===== src/sv/sphere_aabb_collision_push_macros.svh =====
// Assertion macros shared by the sphere/box push block.
`ifndef SPHERE_AABB_COLLISION_PUSH_MACROS_SVH
`define SPHERE_AABB_COLLISION_PUSH_MACROS_SVH

// Implication checked on every rising edge of aclk, quiet while in reset.
`define SABP_ASSERT_IMPL(label, ante, cons) \
    label: assert property (@(posedge aclk) disable iff (!aresetn) (ante) |-> (cons)) \
        else $error("sabp assertion failed");

// Implication whose consequence is checked in the cycle after the antecedent.
`define SABP_ASSERT_NEXT(label, ante, cons) \
    label: assert property (@(posedge aclk) disable iff (!aresetn) (ante) |=> (cons)) \
        else $error("sabp assertion failed");

`endif


===== src/sv/sabp_pkg.sv =====
`timescale 1ns / 1ps
// Types, constants and saturating helpers for the sphere/box push block.
package sabp_pkg;

    localparam int CoordW  = 32;
    localparam int RegW    = 31;
    localparam int CfgIdxW = 8;
    localparam int FaceW   = 3;

    localparam logic [RegW-1:0] RADIUS_RESET = 31'd0;
    localparam logic [RegW-1:0] NEAR_THR_SQ_RESET = 31'd327680; // 5.0 in Q16.16

    localparam logic [CfgIdxW-1:0] CFG_RADIUS      = 8'd0;
    localparam logic [CfgIdxW-1:0] CFG_NEAR_THR_SQ = 8'd1;

    localparam logic FUNC_LOAD   = 1'b0;
    localparam logic FUNC_ENTITY = 1'b1;

    typedef enum logic [FaceW-1:0] {
        FACE_NX = 3'd0,
        FACE_PX = 3'd1,
        FACE_NY = 3'd2,
        FACE_PY = 3'd3,
        FACE_NZ = 3'd4,
        FACE_PZ = 3'd5
    } face_e;

    typedef logic signed [CoordW-1:0] coord_t;

    typedef struct packed {
        logic             func;
        coord_t           pos_x;
        coord_t           pos_y;
        coord_t           pos_z;
        logic             has_box;
        coord_t           box_min_x;
        coord_t           box_max_x;
        coord_t           box_min_y;
        coord_t           box_max_y;
        coord_t           box_min_z;
        coord_t           box_max_z;
    } in_item_t;

    typedef struct packed {
        coord_t           cam_x;
        coord_t           cam_y;
        coord_t           cam_z;
        logic             was_near;
        logic             was_pushed;
        logic [FaceW-1:0] push_face;
    } out_item_t;

    typedef struct packed {
        coord_t x;
        coord_t y;
        coord_t z;
    } cam_t;

    // box grown by the radius
    typedef struct packed {
        coord_t lo_x;
        coord_t hi_x;
        coord_t lo_y;
        coord_t hi_y;
        coord_t lo_z;
        coord_t hi_z;
    } box_t;

    // request held in the input stage
    typedef struct packed {
        logic   func;
        coord_t pos_x;
        coord_t pos_y;
        coord_t pos_z;
        logic   has_box;
        box_t   box;
    } stage_t;

    function automatic coord_t sat_s33(input logic [CoordW:0] v);
        if (v[CoordW] != v[CoordW-1]) begin
            return v[CoordW] ? {1'b1, {(CoordW-1){1'b0}}} : {1'b0, {(CoordW-1){1'b1}}};
        end
        return v[CoordW-1:0];
    endfunction

    // (|d| * |d|) >> 16, saturated to 32 bit unsigned
    function automatic logic [CoordW-1:0] square_q(input coord_t d);
        logic [CoordW-1:0]   m;
        logic [2*CoordW-1:0] p;
        m = d[CoordW-1] ? (~d + 32'd1) : d;
        p = {{CoordW{1'b0}}, m} * {{CoordW{1'b0}}, m};
        if (|p[2*CoordW-1:CoordW+16]) begin
            return '1;
        end
        return p[CoordW+15:16];
    endfunction

    function automatic logic [CoordW-1:0] add_sat_u32(input logic [CoordW-1:0] a,
                                                       input logic [CoordW-1:0] b);
        logic [CoordW:0] s;
        s = {1'b0, a} + {1'b0, b};
        return s[CoordW] ? '1 : s[CoordW-1:0];
    endfunction

endpackage


===== src/sv/sabp_grow.sv =====
`timescale 1ns / 1ps
// Grows the entity box by the camera radius, saturating each face.
module sabp_grow import sabp_pkg::*; (
    input  in_item_t        item,
    input  logic [RegW-1:0] radius,
    output box_t            box
);

    logic [CoordW:0] r_ext;

    assign r_ext = {2'b00, radius};

    assign box.lo_x = sat_s33({item.box_min_x[CoordW-1], item.box_min_x} - r_ext);
    assign box.hi_x = sat_s33({item.box_max_x[CoordW-1], item.box_max_x} + r_ext);
    assign box.lo_y = sat_s33({item.box_min_y[CoordW-1], item.box_min_y} - r_ext);
    assign box.hi_y = sat_s33({item.box_max_y[CoordW-1], item.box_max_y} + r_ext);
    assign box.lo_z = sat_s33({item.box_min_z[CoordW-1], item.box_min_z} - r_ext);
    assign box.hi_z = sat_s33({item.box_max_z[CoordW-1], item.box_max_z} + r_ext);

endmodule


===== config.mk =====
export PLATFORM = sky130hd
export DESIGN_NAME = sabp_grow
export DESIGN_NICKNAME = d
export VERILOG_FILES = /design/src/sv/sphere_aabb_collision_push_macros.svh /design/src/sv/sabp_pkg.sv /design/src/sv/sabp_grow.sv
export SDC_FILE = /design/constraint.sdc
export NUM_CORES = 1
export LEC_CHECK = 0
export BUFFER_PORTS_ARGS = -buffer_cell sky130_fd_sc_hd__buf_2
export CORE_AREA = 10 10 191 193
export DETAILED_ROUTE_END_ITERATION = 8
export DIE_AREA = 0 0 201 203
export MAX_ROUTING_LAYER = met4
export SYNTH_ARGS = -nofsm -noshare
export SYNTH_HDL_FRONTEND = slang
export SYNTH_SLANG_ARGS = --single-unit

===== constraint.sdc =====
create_clock -name vclk -period 3.45
set_input_delay 0.1725 -clock vclk [all_inputs]
set_output_delay 0.1725 -clock vclk [all_outputs]
set_load 0.01 [all_outputs]

==> results.ini <==
[yosys]
ys_seq_area_share_pct = 0
syn_avg_cell_area_um2 = 6.57
syn_nets = 2237
syn_inst = 1724
synth_cell_types = 75
syn-cell-area_um2 = 11300
yosysWarnings = 0

[placement]
dp_cells = 2710
gp_routability_congestion = 1.02
portBuffers = 415
post-dp-hpwl_um = 49300

[die]
die_y_um = 203
die_w_um = 201
die-area_um2 = 40800
core_area_um2 = 32500
start_util_pct = 34.9
row_count = 66
io_pins = 513

[layout]
clock_buffers = 0
areaGrowthSynthToFinish_pct = 39.3
fin_cells = 2735
final_net_count = 2795
n_sequential_cell = 0
drive_gt1_share_pct = 31.9
fin_util_pct = 48.6
fillCellCount = 3481
regArea_um2 = 0

[sta]
tightest_slew_ns = 0.512
fin_tns_setup_ns = 0
hold_viol_final = 0
period_share_pct = 97.8
fin_hold_ws_ns = 0.687
fmax_mhz = 296
slew_headroom_pct = 65.6
fin_crit_ns = 3.37
setup_viol = 0
slew_viol_final = 0
rsz0062_at_grt = yes

[worst_hold_path]
whs_endpoint = box[191]
hold_depth = 4
hold_class = in -> out
holdCritStartpoint = item[191]

[drt]
drc_errors = 0
vias_per_cell = 5.54
dr.first_iter.drc_count = 767
vias = 15143
wl_per_cell_um = 20.5
postRouteAntennaNets = 0
first_pass_iters = 5
wirelength_um = 56200

[flow_run]
drv_cap = 0

[setup_path]
cp_max_fo = 12
worst_ep_arrival_time_ns = 3.20
required_ns = 3.28
cp-start-kind = primary input
crit_type = in -> out
worstSetupEndpointType = output pin

[grt]
overflow = 0
antenna_found_initial = 13
grt_pass1_vias = 15010
grt_pass1_wl_um = 82400
grt_use_total_pct = 25.6
grt_max_degree = 32

[pwr]
ir_worst_vdd_mv = 0.143
power_per_cell_area_nw_per_um2 = 258
leakagePower_nw = 8.03

[status]
status = completed

[timing repair]
item,in CTS,in global routing
hold buffers,0,0
setup buffers,2,8
pin swaps,5,25
resized for setup,19,85
cloned,0,2
setup endpoints to repair,124,171
endpoints found under the hold margin,0,0
[report_power, final]
group          switching, W     internal, W       total [W]  leakage, nW
registers                 0               0               0            0
logic               0.00233         0.00174         0.00407         8.03
clock network             0  0.000000000505  0.000000000505    0.0000824
[layer usage]
layer  share of wire (%)  vias to the layer above  global-route usage [%]
met4                 2.3                        0                    5.09
met3                 5.9                       58                    3.57
li1                    -                     7505                       -
met2                  49                      553                    45.2
met5                   0                        -                       -
met1                  43                     7027                    30.4
[critical path, cell delays in order]
cell	delay (ns)
buf_2	0.11
clkinvlp_4	0.13
buf_6	0.16
ha_1	0.27
nand2b_1	0.10
a211oi_2	0.29
nor4b_2	0.10
o31ai_2	0.41
nand4_1	0.24
a21o_1	0.25
a211oi_2	0.28
o2bb2ai_4	0.23
buf_6	0.20
o21ai_0	0.11
buf_2	0.15
[cell usage in the layout, fill, tap and decap left out, drive strengths merged, types with 15 or more instances in the layout]
| cell type | n |
|---|---|
| buf | 630 |
| ha | 186 |
| xnor2 | 80 |
| nor2 | 142 |
| o21ai | 189 |
| inv | 86 |
| a211oi | 31 |
| and2 | 15 |
| a31oi | 31 |
| nor3 | 29 |
| nand2b | 22 |
| o21a | 23 |
| nand2 | 164 |
| o31ai | 20 |
| xor2 | 76 |
| a21oi | 194 |
| nand4 | 31 |
| nand3 | 38 |
| a21o | 105 |
| nor2b | 20 |
| and3 | 17 |
[cell type report]
class              count  area [um^2]  share of cell area [%]
well taps            442          553                    3.51
repair buffers       631         3810                    24.2
multi-input cells   1562        11000                    70.0
diodes                13         32.5                   0.206
inverters             87          330                    2.09
[cell usage after synthesis (31+ instances only)]
cell	number	share of area, %
nand3_1	38	1.7
a21oi_1	192	8.5
ha_1	186	21
xnor2_1	80	6.2
nand4_1	31	1.7
nor2_1	142	4.7
nand2_1	161	5.3
a21o_1	105	7.0
a211oi_1	31	2.1
xor2_1	76	5.9
clkbuf_1	66	2.2
o21ai_0	175	7.7
inv_1	86	2.9
[worst max-delay path by stage]
stage	startpoint	end
global route	radius[2]	box[94]
CTS	radius[0]	box[129]
floorplan	radius[1]	box[146]
detailed placement	radius[0]	box[129]
global placement	radius[1]	box[78]
finish	radius[1]	box[34]
[logic make-up after synthesis]
family / count (synthesis) / share of synthesized area [%]
and+or+nand+nor: 516 / 21.5
adders and majority gates: 192 / 21.6
buffers and inverters: 163 / 5.65
muxes: 2 / 0.177
AOI/OAI and AO/OA: 695 / 38.9
xor gates and xnor gates: 156 / 12.1
[through the flow]
| step | area, um^2 | power, W | setup WS (ns) |
|---|---|---|---|
| final | 15800 | 0.00407 | 0.0760 |
| after global routing | 15800 | 0.00442 | -0.0431 |
| after CTS | 15300 | 0.00395 | 0.00294 |
| after detailed placement | 15200 | 0.00391 | -0.183 |
| after global placement | 15200 | 0.00389 | -0.127 |
| after floorplan | 11300 | 0.00224 | 0.303 |
Power figures use the tool's default switching activity.
